**config.mk**
```make
export PLATFORM = sky130hd
export DESIGN_NAME = periodic_software_timer_bank
export DESIGN_NICKNAME = d
export VERILOG_FILES = /design/src/hw/rtl/pstb_pkg.sv /design/src/hw/rtl/pstb_ram.sv /design/src/hw/rtl/periodic_software_timer_bank.sv
export SDC_FILE = /design/constraint.sdc
export NUM_CORES = 2
export LEC_CHECK = 0
export BUFFER_PORTS_ARGS = -buffer_cell sky130_fd_sc_hd__buf_2
export CAP_MARGIN = 40
export CORE_UTILIZATION = 48
export CTS_BUF_LIST = sky130_fd_sc_hd__clkbuf_8
export DETAILED_ROUTE_END_ITERATION = 7
export GPL_TIMING_DRIVEN = 0
export PLACE_DENSITY = 0.66
export SLEW_MARGIN = 30
export SYNTH_ARGS = -nofsm -noshare
export SYNTH_HDL_FRONTEND = slang
export SYNTH_SLANG_ARGS = --single-unit
```
**constraint.sdc**
```tcl
create_clock -name i_clk -period 14.7 [get_ports i_clk]
set_clock_uncertainty 0.1 [all_clocks]
set_input_delay 2.205 -clock i_clk [delete_from_list [all_inputs] [get_ports i_clk]]
set_output_delay 2.205 -clock i_clk [all_outputs]
set_load 0.005 [all_outputs]
```
**src/hw/rtl/pstb_pkg.sv**
```systemverilog
// shared types, codes and defaults for the periodic software timer bank
`default_nettype none

package pstb_pkg;

    localparam int NUM_TIMERS_DEF  = 16;
    localparam int COUNT_WIDTH_DEF = 32;
    localparam int MAX_RESULTS     = 16;
    localparam int ACT_W           = 5;

    localparam logic [2:0] FUNC_TICK  = 3'd0;
    localparam logic [2:0] FUNC_INIT  = 3'd1;
    localparam logic [2:0] FUNC_RUN   = 3'd2;
    localparam logic [2:0] FUNC_STOP  = 3'd3;
    localparam logic [2:0] FUNC_DELAY = 3'd4;

    localparam logic KIND_ACK    = 1'b0;
    localparam logic KIND_EXPIRY = 1'b1;

    typedef struct packed {
        logic [2:0]  func;
        logic [3:0]  timer_index;
        logic [31:0] interval_value;
    } t_in_item;

    typedef struct packed {
        logic        kind;
        logic [3:0]  which_timer;
        logic [31:0] expiry_count;
        logic [31:0] ticks_so_far;
        logic        ok;
        logic        delay_busy;
        logic        last;
    } t_out_item;

    typedef enum logic [1:0] {
        S_IDLE,
        S_SCAN,
        S_FLUSH,
        S_CMD
    } t_state;

endpackage

`default_nettype wire

```
**src/hw/rtl/pstb_ram.sv**
```systemverilog
// generic single write, single read port ram with registered read data
`default_nettype none

module pstb_ram #(
    parameter int WIDTH  = 96,
    parameter int DEPTH  = 16,
    parameter int ADDR_W = (DEPTH > 1) ? $clog2(DEPTH) : 1
) (
    input  wire logic              i_clk,
    input  wire logic              i_we,
    input  wire logic [ADDR_W-1:0] i_waddr,
    input  wire logic [WIDTH-1:0]  i_wdata,
    input  wire logic              i_re,
    input  wire logic [ADDR_W-1:0] i_raddr,
    output logic      [WIDTH-1:0]  o_rdata
);

    logic [WIDTH-1:0] r_mem [DEPTH];

    always_ff @(posedge i_clk) begin
        if (i_we) begin
            r_mem[i_waddr] <= i_wdata;
        end
    end

    // read data holds while no read is requested
    always_ff @(posedge i_clk) begin
        if (i_re) begin
            o_rdata <= r_mem[i_raddr];
        end
    end

endmodule

`default_nettype wire

```
**src/hw/rtl/periodic_software_timer_bank.sv**
```systemverilog
// periodic software timer bank: tick scan and command sequencer around one entry ram
//
//  channel  | direction | handshake                | payload
//  ---------+-----------+--------------------------+-----------------------------
//  in       | input     | i_in_valid / o_in_ready  | i_in_item  (t_in_item)
//  out      | output    | o_out_valid / i_out_ready| o_out_item (t_out_item)
//  cfg      | input     | i_cfg_we, no wait        | i_cfg_data (active timers)
//
// a command reads its entry in the acceptance cycle and writes back in S_CMD once the output
// register is free, where its result is registered
// a tick scans the active timers, at most MAX_RESULTS, one entry a cycle through the ram
// unless stalled; the final result is registered in S_FLUSH, then idle takes the next item
// each expiry is held one step so that the final one can carry last; a full output
// register stalls the scan when a held expiry must go out; the ram read data then holds
// synchronous active-low reset clears run flags, counters and the sequencer; entries
// never written read as zero through a per-entry written flag, so no clearing pass
`default_nettype none

module periodic_software_timer_bank
    import pstb_pkg::*;
#(
    parameter int NUM_TIMERS  = NUM_TIMERS_DEF,
    parameter int COUNT_WIDTH = COUNT_WIDTH_DEF
) (
    input  wire logic       i_clk,
    input  wire logic       i_rst_n,
    input  wire logic       i_in_valid,
    output logic            o_in_ready,
    input  wire t_in_item   i_in_item,
    output logic            o_out_valid,
    input  wire logic       i_out_ready,
    output t_out_item       o_out_item,
    input  wire logic       i_cfg_we,
    input  wire logic [4:0] i_cfg_data
);

    localparam int CW      = COUNT_WIDTH;
    localparam int AW      = (NUM_TIMERS > 1) ? $clog2(NUM_TIMERS) : 1;
    localparam int ROW_W   = 3 * CW;
    localparam int MAX_ACT = (NUM_TIMERS < MAX_RESULTS) ? NUM_TIMERS : MAX_RESULTS;

    t_state              r_state, n_state;
    logic [ACT_W-1:0]    r_active, n_active;
    logic [NUM_TIMERS-1:0] r_running, n_running;
    logic [NUM_TIMERS-1:0] r_written, n_written;
    logic [CW-1:0]       r_tick, n_tick;
    logic [CW-1:0]       r_delay, n_delay;
    logic [ACT_W-1:0]    r_issue, n_issue;
    logic                r_proc_vld, n_proc_vld;
    logic [AW-1:0]       r_proc, n_proc;
    logic                r_pend_vld, n_pend_vld;
    logic [AW-1:0]       r_pend_idx, n_pend_idx;
    logic [CW-1:0]       r_pend_cnt, n_pend_cnt;
    logic                r_out_vld, n_out_vld;
    t_out_item           r_out, n_out;
    logic [2:0]          r_func, n_func;
    logic [3:0]          r_cidx, n_cidx;
    logic [CW-1:0]       r_val, n_val;

    logic                ram_we, ram_re;
    logic [AW-1:0]       ram_waddr, ram_raddr;
    logic [ROW_W-1:0]    ram_wdata, ram_rdata, rd_row;
    logic [CW-1:0]       rd_reload, rd_rem, rd_cyc, rem_dec, cyc_inc;
    logic [ACT_W-1:0]    n_eff;
    logic                out_free, hit, scan_stall, cmd_valid, cmd_ok;

    pstb_ram #(
        .WIDTH (ROW_W),
        .DEPTH (NUM_TIMERS)
    ) u_ram (
        .i_clk   (i_clk),
        .i_we    (ram_we),
        .i_waddr (ram_waddr),
        .i_wdata (ram_wdata),
        .i_re    (ram_re),
        .i_raddr (ram_raddr),
        .o_rdata (ram_rdata)
    );

    assign n_eff     = (r_active > ACT_W'(MAX_ACT)) ? ACT_W'(MAX_ACT) : r_active;
    assign out_free  = !r_out_vld || i_out_ready;
    assign rd_row    = r_written[r_proc] ? ram_rdata : '0;
    assign rd_reload = rd_row[ROW_W-1:2*CW];
    assign rd_rem    = rd_row[2*CW-1:CW];
    assign rd_cyc    = rd_row[CW-1:0];
    assign rem_dec   = rd_rem - CW'(1);
    assign cyc_inc   = rd_cyc + CW'(1);
    assign hit       = r_proc_vld && r_running[r_proc] && (rem_dec == '0);
    assign scan_stall = (r_state == S_SCAN) && hit && r_pend_vld && !out_free;
    assign cmd_valid = {1'b0, r_cidx} < n_eff;

    assign o_in_ready  = (r_state == S_IDLE);
    assign o_out_valid = r_out_vld;
    assign o_out_item  = r_out;

    always_comb begin
        n_state    = r_state;
        n_active   = r_active;
        n_running  = r_running;
        n_written  = r_written;
        n_tick     = r_tick;
        n_delay    = r_delay;
        n_issue    = r_issue;
        n_proc_vld = r_proc_vld;
        n_proc     = r_proc;
        n_pend_vld = r_pend_vld;
        n_pend_idx = r_pend_idx;
        n_pend_cnt = r_pend_cnt;
        n_out_vld  = r_out_vld && !i_out_ready;
        n_out      = r_out;
        n_func     = r_func;
        n_cidx     = r_cidx;
        n_val      = r_val;
        ram_we     = 1'b0;
        ram_waddr  = r_proc;
        ram_wdata  = '0;
        ram_re     = 1'b0;
        ram_raddr  = r_proc;
        cmd_ok     = 1'b0;

        case (r_state)
            S_IDLE: begin
                if (i_in_valid) begin
                    n_func = i_in_item.func;
                    n_cidx = i_in_item.timer_index;
                    n_val  = CW'(i_in_item.interval_value);
                    if (i_in_item.func == FUNC_TICK) begin
                        n_tick = r_tick + CW'(1);
                        if (r_delay != '0) begin
                            n_delay = r_delay - CW'(1);
                        end
                        n_issue    = '0;
                        n_proc_vld = 1'b0;
                        n_pend_vld = 1'b0;
                        n_state    = S_SCAN;
                    end else begin
                        ram_re    = 1'b1;
                        ram_raddr = AW'(i_in_item.timer_index);
                        n_proc    = AW'(i_in_item.timer_index);
                        n_state   = S_CMD;
                    end
                end
            end

            S_SCAN: begin
                if (!scan_stall) begin
                    if (r_proc_vld && r_running[r_proc]) begin
                        ram_we            = 1'b1;
                        n_written[r_proc] = 1'b1;
                        if (hit) begin
                            ram_wdata = {rd_reload, rd_reload, cyc_inc};
                        end else begin
                            ram_wdata = {rd_reload, rem_dec, rd_cyc};
                        end
                    end
                    if (hit) begin
                        // the held expiry is not the final one, send it on
                        if (r_pend_vld) begin
                            n_out_vld          = 1'b1;
                            n_out.kind         = KIND_EXPIRY;
                            n_out.which_timer  = 4'(r_pend_idx);
                            n_out.expiry_count = 32'(r_pend_cnt);
                            n_out.ticks_so_far = 32'(r_tick);
                            n_out.ok           = 1'b1;
                            n_out.delay_busy   = (r_delay != '0);
                            n_out.last         = 1'b0;
                        end
                        n_pend_vld = 1'b1;
                        n_pend_idx = r_proc;
                        n_pend_cnt = cyc_inc;
                    end
                    if (r_issue < n_eff) begin
                        ram_re     = 1'b1;
                        ram_raddr  = AW'(r_issue);
                        n_proc     = AW'(r_issue);
                        n_proc_vld = 1'b1;
                        n_issue    = r_issue + ACT_W'(1);
                    end else begin
                        n_proc_vld = 1'b0;
                        n_state    = S_FLUSH;
                    end
                end
            end

            S_FLUSH: begin
                if (out_free) begin
                    n_out_vld          = 1'b1;
                    n_out.kind         = r_pend_vld ? KIND_EXPIRY : KIND_ACK;
                    n_out.which_timer  = r_pend_vld ? 4'(r_pend_idx) : 4'd0;
                    n_out.expiry_count = r_pend_vld ? 32'(r_pend_cnt) : 32'd0;
                    n_out.ticks_so_far = 32'(r_tick);
                    n_out.ok           = 1'b1;
                    n_out.delay_busy   = (r_delay != '0);
                    n_out.last         = 1'b1;
                    n_pend_vld         = 1'b0;
                    n_state            = S_IDLE;
                end
            end

            S_CMD: begin
                if (out_free) begin
                    case (r_func)
                        FUNC_INIT: begin
                            if (cmd_valid && !r_running[r_proc]) begin
                                ram_we            = 1'b1;
                                ram_wdata         = {rd_reload, {CW{1'b0}}, {CW{1'b0}}};
                                n_written[r_proc] = 1'b1;
                                cmd_ok            = 1'b1;
                            end
                        end
                        FUNC_RUN: begin
                            if (cmd_valid && !r_running[r_proc]) begin
                                ram_we            = 1'b1;
                                ram_wdata         = {r_val, r_val, {CW{1'b0}}};
                                n_written[r_proc] = 1'b1;
                                n_running[r_proc] = 1'b1;
                                cmd_ok            = 1'b1;
                            end
                        end
                        FUNC_STOP: begin
                            if (cmd_valid) begin
                                n_running[r_proc] = 1'b0;
                                cmd_ok            = 1'b1;
                            end
                        end
                        FUNC_DELAY: begin
                            n_delay = r_val;
                            cmd_ok  = 1'b1;
                        end
                        default: begin
                            cmd_ok = 1'b0;
                        end
                    endcase
                    n_out_vld          = 1'b1;
                    n_out.kind         = KIND_ACK;
                    n_out.which_timer  = (r_func inside {FUNC_INIT, FUNC_RUN, FUNC_STOP}) ?
                                         r_cidx : 4'd0;
                    n_out.expiry_count = 32'd0;
                    n_out.ticks_so_far = 32'(r_tick);
                    n_out.ok           = cmd_ok;
                    n_out.delay_busy   = (n_delay != '0);
                    n_out.last         = 1'b1;
                    n_state            = S_IDLE;
                end
            end

            default: begin
                n_state = S_IDLE;
            end
        endcase

        // a new active count recreates the bank, so every timer stops
        if (i_cfg_we) begin
            n_active  = i_cfg_data;
            n_running = '0;
        end
    end

    always_ff @(posedge i_clk) begin
        if (!i_rst_n) begin
            r_state    <= S_IDLE;
            r_active   <= '0;
            r_running  <= '0;
            r_written  <= '0;
            r_tick     <= '0;
            r_delay    <= '0;
            r_issue    <= '0;
            r_proc_vld <= 1'b0;
            r_pend_vld <= 1'b0;
            r_out_vld  <= 1'b0;
        end else begin
            r_state    <= n_state;
            r_active   <= n_active;
            r_running  <= n_running;
            r_written  <= n_written;
            r_tick     <= n_tick;
            r_delay    <= n_delay;
            r_issue    <= n_issue;
            r_proc_vld <= n_proc_vld;
            r_pend_vld <= n_pend_vld;
            r_out_vld  <= n_out_vld;
        end
    end

    always_ff @(posedge i_clk) begin
        r_proc     <= n_proc;
        r_pend_idx <= n_pend_idx;
        r_pend_cnt <= n_pend_cnt;
        r_out      <= n_out;
        r_func     <= n_func;
        r_cidx     <= n_cidx;
        r_val      <= n_val;
    end

    a_we_state: assert property (@(posedge i_clk) disable iff (!i_rst_n)
        ram_we |-> (r_state == S_SCAN || r_state == S_CMD))
        else $error("entry write outside scan or command");

    a_stall_holds_read: assert property (@(posedge i_clk) disable iff (!i_rst_n)
        scan_stall |-> (!ram_re && !ram_we))
        else $error("scan advanced while stalled");

    a_pend_scope: assert property (@(posedge i_clk) disable iff (!i_rst_n)
        r_pend_vld |-> (r_state == S_SCAN || r_state == S_FLUSH))
        else $error("held expiry outside a tick");

    a_idle_clean: assert property (@(posedge i_clk) disable iff (!i_rst_n)
        (r_state == S_IDLE) |-> !r_proc_vld)
        else $error("read in flight while idle");

    a_issue_bound: assert property (@(posedge i_clk) disable iff (!i_rst_n)
        r_issue <= ACT_W'(MAX_ACT))
        else $error("scan index beyond timer count");

endmodule

`default_nettype wire
```
==> results.toml <==
[run_status]
status = "finished, final reports clean"

[global_route]
met1_usage = 0.395
grt_overflow = 0
antenna_found_initial = 14
grt_pass1_vias = 50700
grt_use_met2 = 0.436
grt_busiest_layer = "met2"
grt_use_met3 = 0.0680
grt_usage = 0.288
grt_pass1_wl_um = 341000
grt_max_degree = 40

[placement]
dpl.hpwl_um = 167000
numPortBuffers = 121
dp_cells = 7869
place_area_um2 = 83200
gp_congestion = 0.937

[critical_path]
cp_data_required_time_ns = 15.36
critPathTopFamily = "buffers and inverters"
path_buf_inv = 9
critPathKind = "flop to flop"
critPathMaxFanout = 10
critPathArrivalTime_ns = 10.17
rr_worst_depth = 25
r2r-end = "u_ram.o_rdata[58]$_DFFE_PP_"
r2r_slack_ns = 5.19
slowest_delay_ns = 0.77
r2r-start = "r_proc[0]$_DFF_P_"
worstSetupStartpoint = "r_proc[0]$_DFF_P_"
cpMaxStageDelayCell = "nor3_4"
cp.depth = 25
critPathLaunchType = "flop"
end_kind = "flop"
critPathCapture = "u_ram.o_rdata[58]$_DFFE_PP_"

[timing]
finalMaxSlewViolations = 0
timing.final.crit_period_ns = 9.51
tightest_slew_ns = 0.919
setup_tns_ns = 0
rsz0062_at_grt = "false"
setup_viol = 0
hold_violations = 0
max_slew_margin = 0.385
whs_ns = 0.338
fin_crit_sh = 0.647
fmax_mhz = 105

[power]
comb_power_share = 0.243
p_per_area_nw_per_um2 = 158
switching_share = 0.331
internal_power_mw = 9.44
seq_power_share = 0.446
p_sw_mw = 4.68
power_frac_clock = 0.310
p_leak_nw = 31.4
vdd_drop_max_mv = 0.0932

[detailed_routing]
vias_per_cell = 6.21
vias = 52200
ant_nets = 0
wire_per_inst_um = 28.2
drt-initial-drc-count = 7610
dr.pass1.iters = 6
wl_um = 237000
drc = 0

[cells_and_area]
synthToLayoutAreaGrowth_pct = 15.8
nNetsFinal = 6192
fin_util = 0.561
drive_gt1_frac = 0.181
fillers = 12500
final_cells = 8418
design_area_um2 = 89000

[yosys]
yosysSeqAreaShare = 0.725
synth_area_um2 = 76900
synth_cell_types = 75
synthFlopType = "edfxtp_1"
synthCells = 5298
synth_area_leaders = "edfxtp_1 70%, mux2i_1 3.9%, nand2_1 3.9%, a32oi_1 3.3%, dfxtp_1 3.0%"
syn_area_per_cell_um2 = 14.5
yosysTopAreaCell = "edfxtp_1"
synth-seq-cells = 1894
synth-async-reset-ratio = 0
synth-warning-count = 0
synth_top_area_share = 0.695
synth_edf_count = 1779
syn-num-nets = 5360

[cts]
cts_inserted_buffers = 322
post_cts_buffers = 0
root_buffer = "clkbuf_8"
insertion_delay_ns = 1.07
clkSinkCount = 1894
clock_path_buffers = 4
cts_resized = 0
htree_num_levels = 5
cts_tree = "yes"
clkTransAtPathRegs_ns = 0.06
hold_buffers = 0

[die]
row_count = 146
start_util = 0.484
core_um2 = 159000
die_h_um = 402
dieWidth_um = 402
die_area_um2 = 162000
pin_count = 123

[run]
maxCapViolations = 0

[min_path]
hold_class = "flop to flop"
==> worst min-delay path by stage <==
stage                            startpoint                      end  slack, ns  depth (start not counted)
final                     r_proc[3]$_DFF_P_  r_pend_idx[3]$_DFFE_PP_       0.34                          0
after floorplan           r_proc[3]$_DFF_P_  r_pend_idx[3]$_DFFE_PP_       0.31                          0
after CTS                 r_proc[3]$_DFF_P_  r_pend_idx[3]$_DFFE_PP_       0.33                          0
after global routing      r_proc[3]$_DFF_P_  r_pend_idx[3]$_DFFE_PP_       0.35                          0
after global placement    r_proc[3]$_DFF_P_  r_pend_idx[3]$_DFFE_PP_       0.31                          0
after detailed placement  r_proc[3]$_DFF_P_  r_pend_idx[3]$_DFFE_PP_       0.32                          0
==> per-stage QoR <==
stage / power, mW / worst slack, ns
after floorplan: 8.30 / 0.309
after global placement: 9.63 / -14.09
after detailed placement: 9.73 / 5.65
after CTS: 14.1 / 5.60
after global routing: 14.5 / 5.17
final: 14.1 / 5.19
==> logic make-up (layout without fill, tap and decap cells) <==
| logic type | count (synthesis) | in the layout | share of synthesized area |
|---|---|---|---|
| DFF | 1894 | 1894 | 0.725 |
| and+or+nand+nor | 1658 | 1658 | 0.108 |
| AOI/OAI and AO/OA | 923 | 923 | 0.0897 |
| buffers and inverters | 401 | 1444 | 0.0224 |
| muxes | 310 | 310 | 0.0416 |
| xor gates and xnor gates | 99 | 99 | 0.0113 |
| adders and majority gates | 13 | 13 | 0.00212 |
| other | 0 | 5 | 0 |
==> power groups by stage <==
| stage | sequential (mW) | clock, mW | combinational, mW |
|---|---|---|---|
| after floorplan | 6.30 | 0 | 1.99 |
| after global placement | 6.42 | 0 | 3.21 |
| after detailed placement | 6.39 | 0 | 3.34 |
| after CTS | 6.28 | 4.42 | 3.35 |
| after global routing | 6.30 | 4.66 | 3.59 |
| final | 6.29 | 4.38 | 3.44 |
==> final cells by class <==
| class | count | area [um^2] | share of cell area |
|---|---|---|---|
| diodes | 5 | 12.5 | 0.000141 |
| plain buffers | 378 | 1650 | 0.0186 |
| clock buffers | 331 | 4560 | 0.0512 |
| clock inverters | 204 | 1180 | 0.0132 |
| inverters | 23 | 86.3 | 0.000970 |
| multi-input cells | 3003 | 19800 | 0.222 |
| flip-flops and latches | 1894 | 55700 | 0.626 |
| well taps | 2072 | 2590 | 0.0291 |
| repair buffers | 508 | 3470 | 0.0390 |
==> flip-flops by register name, summed over array words and instances, names as in the netlist, named ones only <==
register       cells
o_out_item        72
o_out_valid        1
r_active           5
r_cidx             4
r_delay           32
r_func             3
r_issue            5
r_pend_cnt        32
r_pend_idx         4
r_pend_vld         1
r_proc             4
r_proc_vld         1
r_state            2
r_tick            32
r_val             32
r_written         16
u_ram.o_rdata     96
u_ram.r_mem     1536
==> worst register-to-register path, stage by stage (launching register included) <==
cell      delay [ns]
dfxtp_1         0.68
buf_4           0.35
mux4_2          0.53
o22ai_1         0.30
o22ai_2         0.21
clkbuf_1        0.33
clkbuf_2        0.46
nand2_1         0.26
ha_1            0.34
clkbuf_1        0.56
nand2_1         0.19
nor2_1          0.15
o211ai_1        0.22
nor4b_1         0.39
nor4bb_1        0.28
and4_1          0.23
buf_2           0.41
a31oi_1         0.15
nand2_1         0.47
buf_6           0.25
inv_2           0.18
nor3_4          0.77
buf_2           0.59
buf_2           0.43
a32oi_1         0.14
and4_1          0.25
==> cell usage after synthesis, drive strengths merged (13+ instances only) <==
cell and count:
clkbuf 237, a221oi 192, nand2b 17, ha 13, edfxtp 1779, xor2 48
and4 110, dfxtp 115, nand4 28, o21ai 188, nor3 53, or3 46
xnor2 51, a32oi 288, buf 141, a21oi 101, nor2b 16, nand2 796
o21a 17, and2 76, nor2 147, nand3 63, and3 224, inv 23
mux2i 300, nor4 37, a211oi 28, o221ai 15
==> cell usage in the layout (no fill, tap or decap), types with 16 or more instances in the layout <==
| cell | instances |
|---|---|
| a221oi_1 | 192 |
| clkbuf_8 | 334 |
| a32oi_1 | 288 |
| nor2b_1 | 16 |
| inv_1 | 96 |
| xor2_1 | 48 |
| nor3_1 | 38 |
| nand2_1 | 796 |
| a211oi_1 | 28 |
| buf_6 | 36 |
| xnor2_1 | 51 |
| mux2i_1 | 300 |
| a21oi_1 | 94 |
| edfxtp_1 | 1779 |
| or3_1 | 46 |
| and3_1 | 224 |
| nor2_1 | 134 |
| nand4_1 | 27 |
| o21ai_0 | 161 |
| nand2b_1 | 17 |
| o21a_1 | 17 |
| buf_4 | 208 |
| clkbuf_1 | 224 |
| dfxtp_1 | 115 |
| nor4_1 | 29 |
| clkinv_1 | 72 |
| nand3_1 | 62 |
| and4_1 | 110 |
| clkinv_2 | 28 |
| and2_1 | 76 |
| buf_2 | 379 |
==> layer usage <==
| metal | part of all wire | wire length, um |
|---|---|---|
| met1 | 0.39 | 92500 |
| met2 | 0.45 | 106000 |
| met3 | 0.11 | 27200 |
| met4 | 0.049 | 11600 |
| met5 | 0.00028 | 66 |
(Power assumes the default switching activity.)
